## config.mk

```make
export PLATFORM = sky130hd
export DESIGN_NAME = timed_linear_fade_ramp
export DESIGN_NICKNAME = d
export VERILOG_FILES = /design/src/hdl/tlfr_pkg.sv /design/src/hdl/timed_linear_fade_ramp.sv /design/src/hdl/tlfr_ctrl.sv /design/src/hdl/tlfr_dpath.sv
export SDC_FILE = /design/constraint.sdc
export NUM_CORES = 2
export LEC_CHECK = 0
export ABC_AREA = 0
export BUFFER_PORTS_ARGS = -buffer_cell sky130_fd_sc_hd__buf_2
export CORE_MARGIN = 3
export CORE_UTILIZATION = 50
export CTS_BUF_LIST = sky130_fd_sc_hd__clkbuf_2
export CTS_CLUSTER_DIAMETER = 40
export CTS_CLUSTER_SIZE = 30
export DETAILED_ROUTE_END_ITERATION = 6
export PLACE_DENSITY = 0.67
export SYNTH_ARGS = -nofsm -noshare
export SYNTH_HDL_FRONTEND = slang
export SYNTH_SLANG_ARGS = --single-unit
export TNS_END_PERCENT = 5
```

## constraint.sdc

```tcl
create_clock -name clock -period 7.6 [get_ports clock]
set_clock_uncertainty 0.2 [all_clocks]
set_input_delay 0.76 -clock clock [delete_from_list [all_inputs] [get_ports clock]]
set_output_delay 0.76 -clock clock [all_outputs]
set_load 0.01 [all_outputs]
```

## src/hdl/tlfr_pkg.sv

```systemverilog
package tlfr_pkg;

   // Widths of the level and of the fraction done
   localparam int LEVEL_BITS    = 16;
   localparam int FRACTION_BITS = 16;
   localparam int FRAC_W        = FRACTION_BITS + 1;

   localparam int TIME_BITS = 32;
   localparam int DUR_BITS  = 31;
   localparam int CSR_BITS  = 16;

   // Long division of {elapsed, FRACTION_BITS zeros} by the duration
   localparam int DIV_BITS = DUR_BITS + FRACTION_BITS;
   localparam int REM_W    = DUR_BITS + 1;
   localparam int CNT_W    = $clog2(DIV_BITS);

   localparam logic [FRAC_W-1:0] FRAC_ONE = {1'b1, {FRACTION_BITS{1'b0}}};

   // Register map
   localparam int CSR_IDX_BITS = 2;
   localparam logic [CSR_IDX_BITS-1:0] CSR_CEILING      = 2'd0;
   localparam logic [CSR_IDX_BITS-1:0] CSR_MIN_INTERVAL = 2'd1;
   localparam logic [CSR_BITS-1:0]     CEILING_RESET    = 16'd255;

   // Item commands
   localparam logic CMD_UPDATE = 1'b0;
   localparam logic CMD_FADE   = 1'b1;

   typedef struct packed {
      logic                  command;
      logic [TIME_BITS-1:0]  now_ms;
      logic [LEVEL_BITS-1:0] target_level;
      logic [DUR_BITS-1:0]   duration_ms;
   } req_type;

   typedef struct packed {
      logic [LEVEL_BITS-1:0] level;
      logic                  fading;
   } rsp_type;

   typedef struct packed {
      logic load;
      logic prep;
      logic div_step;
      logic add;
      logic mul;
      logic lvl;
      logic emit;
   } cmd_type;

   typedef struct packed {
      logic is_fade;
      logic do_div;
      logic div_last;
      logic out_free;
   } status_type;

endpackage

```

## src/hdl/timed_linear_fade_ramp.sv

```systemverilog
// Channel   Direction  Ports                              Carries
// request   in         req_valid, req_ready, req_data     fade command or time update
// response  out        rsp_valid, rsp_ready, rsp_data     level and fading flag
// csr       in         csr_valid, csr_ready, csr_index,   level ceiling, minimum
//                      csr_wdata                          update interval
//
// A time update that advances the fraction passes, from one request transfer
// to the next, through the idle state that takes the request, a preparation
// state, the bit-serial restoring divider that forms elapsed / duration from
// the DIV_BITS (47) bits of the numerator, the add, multiply and level states,
// and a last state that loads the response register. An update that does not
// advance skips the divider; a fade command only takes, prepares and loads.
// Synchronous active-high reset clears all fade state and restores the
// register reset values. A stalled response holds in its register; the
// controller waits in its last state until that register is free.
module timed_linear_fade_ramp import tlfr_pkg::*; (
   input  logic                    clock,
   input  logic                    reset,
   input  logic                    req_valid,
   output logic                    req_ready,
   input  req_type                 req_data,
   output logic                    rsp_valid,
   input  logic                    rsp_ready,
   output rsp_type                 rsp_data,
   input  logic                    csr_valid,
   output logic                    csr_ready,
   input  logic [CSR_IDX_BITS-1:0] csr_index,
   input  logic [CSR_BITS-1:0]     csr_wdata
);

   cmd_type    cmd;
   status_type status;

   // Registers must be written only while idle (not enforced here), so take every csr transfer at once
   assign csr_ready = 1'b1;

   // Sequence the phases of one item
   tlfr_ctrl u_ctrl (
      .clock     (clock),
      .reset     (reset),
      .req_valid (req_valid),
      .req_ready (req_ready),
      .status    (status),
      .cmd       (cmd)
   );

   // Hold the fade state, divide, multiply, clamp and register the response
   tlfr_dpath u_dpath (
      .clock     (clock),
      .reset     (reset),
      .req_data  (req_data),
      .csr_valid (csr_valid),
      .csr_index (csr_index),
      .csr_wdata (csr_wdata),
      .rsp_valid (rsp_valid),
      .rsp_ready (rsp_ready),
      .rsp_data  (rsp_data),
      .cmd       (cmd),
      .status    (status)
   );

endmodule

```

## src/hdl/tlfr_ctrl.sv

```systemverilog
module tlfr_ctrl import tlfr_pkg::*; (
   input  logic       clock,
   input  logic       reset,
   input  logic       req_valid,
   output logic       req_ready,
   input  status_type status,
   output cmd_type    cmd
);

   localparam logic [2:0] ST_IDLE = 3'd0;
   localparam logic [2:0] ST_PREP = 3'd1;
   localparam logic [2:0] ST_DIV  = 3'd2;
   localparam logic [2:0] ST_ADD  = 3'd3;
   localparam logic [2:0] ST_MUL  = 3'd4;
   localparam logic [2:0] ST_LVL  = 3'd5;
   localparam logic [2:0] ST_DONE = 3'd6;

   logic [2:0] state_ff;
   logic [2:0] state_in;

   assign req_ready = (state_ff == ST_IDLE);

   always_comb begin
      state_in = state_ff;
      cmd      = '0;
      unique case (state_ff)
         ST_IDLE: begin
            if (req_valid) begin
               cmd.load = 1'b1;
               state_in = ST_PREP;
            end
         end
         ST_PREP: begin
            cmd.prep = 1'b1;
            if (status.is_fade) begin
               state_in = ST_DONE;
            end else if (status.do_div) begin
               state_in = ST_DIV;
            end else begin
               state_in = ST_ADD;
            end
         end
         ST_DIV: begin
            cmd.div_step = 1'b1;
            if (status.div_last) begin
               state_in = ST_ADD;
            end
         end
         ST_ADD: begin
            cmd.add  = 1'b1;
            state_in = ST_MUL;
         end
         ST_MUL: begin
            cmd.mul  = 1'b1;
            state_in = ST_LVL;
         end
         ST_LVL: begin
            cmd.lvl  = 1'b1;
            state_in = ST_DONE;
         end
         ST_DONE: begin
            if (status.out_free) begin
               cmd.emit = 1'b1;
               state_in = ST_IDLE;
            end
         end
         default: begin
            state_in = ST_IDLE;
         end
      endcase
   end

   always_ff @(posedge clock) begin
      if (reset) begin
         state_ff <= ST_IDLE;
      end else begin
         state_ff <= state_in;
      end
   end

endmodule

```

## src/hdl/tlfr_dpath.sv

```systemverilog
module tlfr_dpath import tlfr_pkg::*; (
   input  logic                    clock,
   input  logic                    reset,
   input  req_type                 req_data,
   input  logic                    csr_valid,
   input  logic [CSR_IDX_BITS-1:0] csr_index,
   input  logic [CSR_BITS-1:0]     csr_wdata,
   output logic                    rsp_valid,
   input  logic                    rsp_ready,
   output rsp_type                 rsp_data,
   input  cmd_type                 cmd,
   output status_type              status
);

   localparam int PROD_W = LEVEL_BITS + FRAC_W;
   localparam int LVL_W  = LEVEL_BITS + 2;

   req_type                 item_ff, item_in;
   logic [CSR_BITS-1:0]     ceil_ff, ceil_in;
   logic [CSR_BITS-1:0]     minint_ff, minint_in;
   logic [LEVEL_BITS-1:0]   cur_ff, cur_in;
   logic [LEVEL_BITS-1:0]   start_ff, start_in;
   logic [LEVEL_BITS-1:0]   goal_ff, goal_in;
   logic [LEVEL_BITS-1:0]   dist_ff, dist_in;
   logic                    down_ff, down_in;
   logic [FRAC_W-1:0]       frac_ff, frac_in;
   logic [DUR_BITS-1:0]     dur_ff, dur_in;
   logic [TIME_BITS-1:0]    last_ff, last_in;
   logic                    prog_ff, prog_in;
   logic [DIV_BITS-1:0]     num_ff, num_in;
   logic [REM_W-1:0]        rem_ff, rem_in;
   logic [FRAC_W-1:0]       quo_ff, quo_in;
   logic                    ovf_ff, ovf_in;
   logic [CNT_W-1:0]        cnt_ff, cnt_in;
   logic [PROD_W-1:0]       prod_ff, prod_in;
   logic                    rsp_valid_ff, rsp_valid_in;
   rsp_type                 rsp_data_ff, rsp_data_in;

   logic [TIME_BITS-1:0]    diff;
   logic                    backward;
   logic [DUR_BITS-1:0]     elapsed;
   logic                    dur_zero;
   logic [REM_W-1:0]        trial;
   logic                    fits;
   logic [FRAC_W:0]         sum;
   logic                    sat;
   logic [LEVEL_BITS:0]     step;
   logic [LVL_W-1:0]        lvl;
   logic [LEVEL_BITS-1:0]   target;

   // Elapsed time, zero when the clock went backward
   assign diff     = item_ff.now_ms - last_ff;
   assign backward = diff[TIME_BITS-1];
   assign elapsed  = backward ? '0 : diff[DUR_BITS-1:0];
   assign dur_zero = (dur_ff == '0);
   assign target   = item_ff.target_level;

   assign trial = {rem_ff[REM_W-2:0], num_ff[DIV_BITS-1]};
   assign fits  = (trial >= REM_W'(dur_ff));

   assign sum = {1'b0, frac_ff} + {1'b0, quo_ff};
   assign sat = ovf_ff || (sum >= {1'b0, FRAC_ONE});

   assign step = prod_ff[FRACTION_BITS +: LEVEL_BITS + 1];
   assign lvl  = down_ff ? ({2'b00, start_ff} - {1'b0, step})
                         : ({2'b00, start_ff} + {1'b0, step});

   assign status.is_fade  = (item_ff.command == CMD_FADE);
   assign status.do_div   = !dur_zero && (elapsed > DUR_BITS'(minint_ff));
   assign status.div_last = (cnt_ff == CNT_W'(DIV_BITS - 1));
   assign status.out_free = !rsp_valid_ff || rsp_ready;

   assign rsp_valid = rsp_valid_ff;
   assign rsp_data  = rsp_data_ff;

   always_comb begin
      item_in      = item_ff;
      ceil_in      = ceil_ff;
      minint_in    = minint_ff;
      cur_in       = cur_ff;
      start_in     = start_ff;
      goal_in      = goal_ff;
      dist_in      = dist_ff;
      down_in      = down_ff;
      frac_in      = frac_ff;
      dur_in       = dur_ff;
      last_in      = last_ff;
      prog_in      = prog_ff;
      num_in       = num_ff;
      rem_in       = rem_ff;
      quo_in       = quo_ff;
      ovf_in       = ovf_ff;
      cnt_in       = cnt_ff;
      prod_in      = prod_ff;
      rsp_valid_in = rsp_valid_ff;
      rsp_data_in  = rsp_data_ff;

      if (csr_valid) begin
         if (csr_index == CSR_CEILING) begin
            ceil_in = csr_wdata;
         end else if (csr_index == CSR_MIN_INTERVAL) begin
            minint_in = csr_wdata;
         end
      end

      if (cmd.load) begin
         item_in = req_data;
      end

      if (cmd.prep) begin
         if (item_ff.command == CMD_FADE) begin
            // New fade: restart the fraction only for a new target
            if (target != goal_ff) begin
               frac_in = '0;
            end
            start_in = cur_ff;
            goal_in  = target;
            dur_in   = item_ff.duration_ms;
            down_in  = (cur_ff > target);
            dist_in  = (cur_ff > target) ? (cur_ff - target) : (target - cur_ff);
            prog_in  = 1'b1;
         end else begin
            if (backward || dur_zero || status.do_div) begin
               last_in = item_ff.now_ms;
            end
            if (dur_zero) begin
               frac_in = FRAC_ONE;
               prog_in = 1'b0;
            end
            num_in = {elapsed, {FRACTION_BITS{1'b0}}};
            rem_in = '0;
            quo_in = '0;
            ovf_in = 1'b0;
            cnt_in = '0;
         end
      end

      if (cmd.div_step) begin
         rem_in = fits ? (trial - REM_W'(dur_ff)) : trial;
         num_in = {num_ff[DIV_BITS-2:0], 1'b0};
         quo_in = {quo_ff[FRAC_W-2:0], fits};
         ovf_in = ovf_ff | quo_ff[FRAC_W-1];
         cnt_in = cnt_ff + 1'b1;
      end

      if (cmd.add) begin
         frac_in = sat ? FRAC_ONE : sum[FRAC_W-1:0];
         if (sat) begin
            prog_in = 1'b0;
         end
      end

      if (cmd.mul) begin
         prod_in = PROD_W'(dist_ff) * PROD_W'(frac_ff);
      end

      if (cmd.lvl) begin
         if (lvl[LVL_W-1]) begin
            cur_in  = '0;
            prog_in = 1'b0;
         end else if (lvl > LVL_W'(ceil_ff)) begin
            cur_in  = LEVEL_BITS'(ceil_ff);
            prog_in = 1'b0;
         end else begin
            cur_in = lvl[LEVEL_BITS-1:0];
         end
      end

      if (rsp_valid_ff && rsp_ready) begin
         rsp_valid_in = 1'b0;
      end
      if (cmd.emit) begin
         rsp_valid_in       = 1'b1;
         rsp_data_in.level  = cur_ff;
         rsp_data_in.fading = prog_ff;
      end
   end

   always_ff @(posedge clock) begin
      if (reset) begin
         ceil_ff      <= CEILING_RESET;
         minint_ff    <= '0;
         cur_ff       <= '0;
         start_ff     <= '0;
         goal_ff      <= '0;
         dist_ff      <= '0;
         down_ff      <= 1'b0;
         frac_ff      <= '0;
         dur_ff       <= '0;
         last_ff      <= '0;
         prog_ff      <= 1'b0;
         rsp_valid_ff <= 1'b0;
      end else begin
         ceil_ff      <= ceil_in;
         minint_ff    <= minint_in;
         cur_ff       <= cur_in;
         start_ff     <= start_in;
         goal_ff      <= goal_in;
         dist_ff      <= dist_in;
         down_ff      <= down_in;
         frac_ff      <= frac_in;
         dur_ff       <= dur_in;
         last_ff      <= last_in;
         prog_ff      <= prog_in;
         rsp_valid_ff <= rsp_valid_in;
      end
   end

   always_ff @(posedge clock) begin
      item_ff     <= item_in;
      num_ff      <= num_in;
      rem_ff      <= rem_in;
      quo_ff      <= quo_in;
      ovf_ff      <= ovf_in;
      cnt_ff      <= cnt_in;
      prod_ff     <= prod_in;
      rsp_data_ff <= rsp_data_in;
   end

endmodule
```

==> summary.md <==
| Metric | Value |
|---|---|
| Switch Pwr | 3060 uW |
| Total wire length | around 79 mm |
| Final number of setup-violating endpoints | 0 |
| Least-Margin Pin Slew | 1.26 ns |
| Seq cells post-synth | 382 |
| Slew margin rel. | 0.159 |
| Placer Congestion | about 0.90 |
| IO Pins | roughly 120 |
| MaxCap Viol Count | 0 |
| Top FF cell, synth | edfxtp_1 |
| Syn_area_per_cell | ~9.1 um2 |
| Fill cell count | around 5,400 |
| Resize count post-CTS | 0 |
| Layout cells sized above 1 | 0.0872 |
| H-tree depth | 2 |
| Cell variety after synth | 81 |
| Leakage | between 0.01 and 0.015 uW |
| CP max FO | 18 |
| GR Overflow Total | 0 |
| Post-detailed-route wirelength per cell | 17.7 um |
| Post-DP HPWL | between 50 and 60 mm |
| Top cells by area, synth | edfxtp_1 (20%), fa_1 (14%), dfxtp_1 (12%) |
| Async SR Flop Fraction | 0 |
| Die span in y | between 200 and 300 um |
| Net count after synthesis | a little under 4,000 |
| P_int | between 4000 and 5000 uW |
| Commonest cells in the synthesized netlist | nand2_1 (501), inv_1 (398), ha_1 (263), a21oi_1 (219), fa_1 (213) |
| Antenna Nets Post-Route | 0 |
| DRT Pass-1 Iters | 5 |
| Synth warn | 0 |
| Logic pwr share | 0.401 |
| Period utilization | 0.911 |
| Root buf cell | clkbuf_2 |
| Initial Utilization | 0.507 |
| Synthesized instance count | approximately 3,400 |
| TritonCTS clock tree | built |
| Vias | around 25,000 |
| Worst setup margin | just under 0.7 ns |
| Post-synth EDFFs | 200 |
| Min Tclk post-route | between 6 and 7 ns |
| Pre-CTS setup slack | between 0.6 and 0.7 ns |
| RSZ-0062 raised after global routing | no |
| Status | complete, no violations |
| Clk slew on worst S/H paths | approximately 0.20 ns |
| Clk buf depth | 3 |
| TNS Setup | 0 ns |
| Worst EP required | around 8.3 ns |
| Final Max Tran Viols | 0 |
| Row Count | 90 |
| Layout Utilization | 0.569 |
| Clk Latency, worst-skew pair | about 1.2 ns |
| Sequential cell area fraction in the yosys report | 0.315 |
| Count leader, synth | nand2_1 |
| First-pass GRT wire length | about 130 mm |
| CP arrival | around 7.6 ns |
| Worst Setup End Kind | flip-flop |
| IO buf count | 121 |
| Total power per unit cell area | 212 nW/um2 |
| Sequential Area | around 9600 um2 |
| Num CTS Buffers | 60 |
| Vias in the first global route | about 24,000 |
| Peak supply drop | slightly above 0.2 mV |
| Top cell type's share of synthesized area | 0.196 |
| Die area | between 60,000 and 70,000 um2 |
| All-Layer GR Usage | 0.244 |
| Final #Nets | ~4,200 |
| Startpoint Class | flip-flop |
| Cell area after synthesis | slightly above 30,000 um2 |
| Yosys top cell by area | edfxtp_1 |
| Post-DR vias/cell | between 5 and 6 |
| Max Fclk | approximately 140 MHz |
| Setup CP Type | flip-flop to flip-flop |
| Switching Share | 0.419 |
| DIE WIDTH | about 250 um |
| Sequential Power Share | 0.396 |
| Clock network fraction of total power | 0.204 |
| Starting DRT DRC Count | between 1,500 and 2,000 |
| Post-route DRC violation count | 0 |
| Area Growth Syn to Fin | 12.2% |
| Largest net degree at the start of global routing | 94 |
| Core Box Area | approximately 60,000 um2 |
| Initial antenna violation count | 5 |
| CTS Sinks | between 300 and 400 |
| Tightest Hold Check Type | input port to flip-flop |
| Multi-input logic area | 18,900 um2 |
| Final hold vios | 0 |
path summary, 6_finish.rpt:
path                            cells after the start                   to  slack (ns)                 from
worst max-delay path                               20  u_dpath.prod_ff[32]        0.67  u_dpath.dist_ff[13]
worst min-delay path                                2  u_dpath.item_ff[64]        0.12         req_data[64]
worst max register to register                     20  u_dpath.prod_ff[32]        0.67  u_dpath.dist_ff[13]
worst min register to register                      2   u_dpath.dur_ff[20]        0.27   u_dpath.dur_ff[20]
worst max-delay path: stages (launching register included):
cell and delay (ns):
dfxtp_1 0.76, and2_1 0.23, fa_1 0.45, fa_1 0.52, fa_1 0.52, fa_1 0.51
fa_1 0.58, inv_1 0.07, fa_1 0.54, inv_1 0.05, ha_1 0.34, nand3_1 0.12
nor2_1 0.15, o2111ai_1 0.10, and3_1 0.25, a311o_1 0.31, nand2_1 0.16, a211oi_1 0.12
o31ai_1 0.35, a21oi_1 0.14, xnor2_1 0.13
repair_timing:
| item | in CTS | in global routing |
|---|---|---|
| setup buffers | 0 | 0 |
| hold buffers | 161 | 3 |
| endpoints found under the hold margin | 167 | 3 |
metrics by stage:
stage	total power (uW)	hold WS (ns)	instances	instance area, um2
after global placement	5720	0.245	4149	31900
after CTS	7300	0.000552	4424	34400
after floorplan	4990	0.209	3382	30700
after global routing	7810	0.0479	4431	34400
final	7300	0.116	4432	34400
after detailed placement	5740	0.248	4149	31900
area by class of cell:
type                    count  area share
multi-input cells        2436       0.550
flip-flops and latches    382       0.280
repair buffers            315      0.0720
inverters                 398      0.0434
well taps                 782      0.0284
clock inverters            51      0.0160
clock buffers              63     0.00916
diodes                      5    0.000364
cell families after synthesis:
| kind of cell | Yosys count | synth area share |
|---|---|---|
| AO/OA/AOI/OAI | 703 | 0.149 |
| XOR/XNOR | 134 | 0.0383 |
| adder cells (fa/ha/maj) | 476 | 0.246 |
| buffers and inverters | 564 | 0.0702 |
| flip-flops | 382 | 0.315 |
| multiplexers | 27 | 0.00946 |
| other | 1 | 0.000122 |
| AND/OR/NAND/NOR | 1095 | 0.172 |
per-layer routing:
metal	share of wire	GRT usage	up-vias
li1	-	-	12018
met1	0.46	0.342	11738
met2	0.46	0.397	743
met3	0.062	0.0400	106
met4	0.021	0.0573	2
met5	0.00017	0	-
cell usage in the layout (no fill, tap or decap), types with 12 or more instances in the layout:
| master | Yosys | routed |
|---|---|---|
| a211oi_1 | 32 | 32 |
| a21o_1 | 61 | 61 |
| a21oi_1 | 219 | 218 |
| a22o_1 | 15 | 15 |
| a22oi_1 | 18 | 18 |
| a31oi_1 | 25 | 24 |
| a32oi_1 | 33 | 33 |
| and2_1 | 159 | 157 |
| and3_1 | 21 | 21 |
| buf_2 | 1 | 120 |
| buf_4 | 1 | 30 |
| clkbuf_2 | 0 | 63 |
| dfxtp_1 | 182 | 182 |
| dlygate4sd3_1 | 0 | 164 |
| edfxtp_1 | 200 | 200 |
| fa_1 | 213 | 213 |
| ha_1 | 263 | 263 |
| inv_1 | 398 | 397 |
| mux2_2 | 16 | 16 |
| nand2_1 | 501 | 499 |
| nand2b_1 | 14 | 14 |
| nand3_1 | 49 | 49 |
| nand4_1 | 35 | 35 |
| nor2_1 | 135 | 132 |
| nor2b_1 | 26 | 26 |
| nor3_1 | 42 | 42 |
| nor3b_1 | 37 | 35 |
| nor4_1 | 12 | 12 |
| o211ai_1 | 17 | 17 |
| o21a_1 | 30 | 30 |
| o21ai_0 | 127 | 126 |
| o311ai_1 | 29 | 29 |
| o31ai_1 | 27 | 27 |
| or2_2 | 12 | 12 |
| or3_1 | 18 | 17 |
| xnor2_1 | 96 | 96 |
| xor2_1 | 38 | 38 |
power groups by stage:
| stage | Combinational (uW) | Clock (uW) | Sequential, uW |
|---|---|---|---|
| after global placement | 2800 | 0 | 2920 |
| after floorplan | 2190 | 0 | 2810 |
| after detailed placement | 2820 | 0 | 2930 |
| after CTS | 2890 | 1520 | 2880 |
| after global routing | 3260 | 1610 | 2930 |
| final | 2930 | 1490 | 2890 |
flip-flops by register name, indices dropped and copies added (netlist names), 6 cells and up:
register           count
u_dpath.prod_ff       17
u_dpath.start_ff      16
u_dpath.cnt_ff         6
u_dpath.last_ff       32
u_dpath.dur_ff        31
u_dpath.frac_ff       17
u_dpath.minint_ff     16
u_dpath.quo_ff        17
u_dpath.ceil_ff       16
u_dpath.rem_ff        31
u_dpath.rsp_data      17
u_dpath.goal_ff       16
u_dpath.target        16
u_dpath.cur_ff        16
u_dpath.item_ff       63
u_dpath.num_ff        31
u_dpath.dist_ff       16
Note: power is estimated with default switching activity, not from simulation.
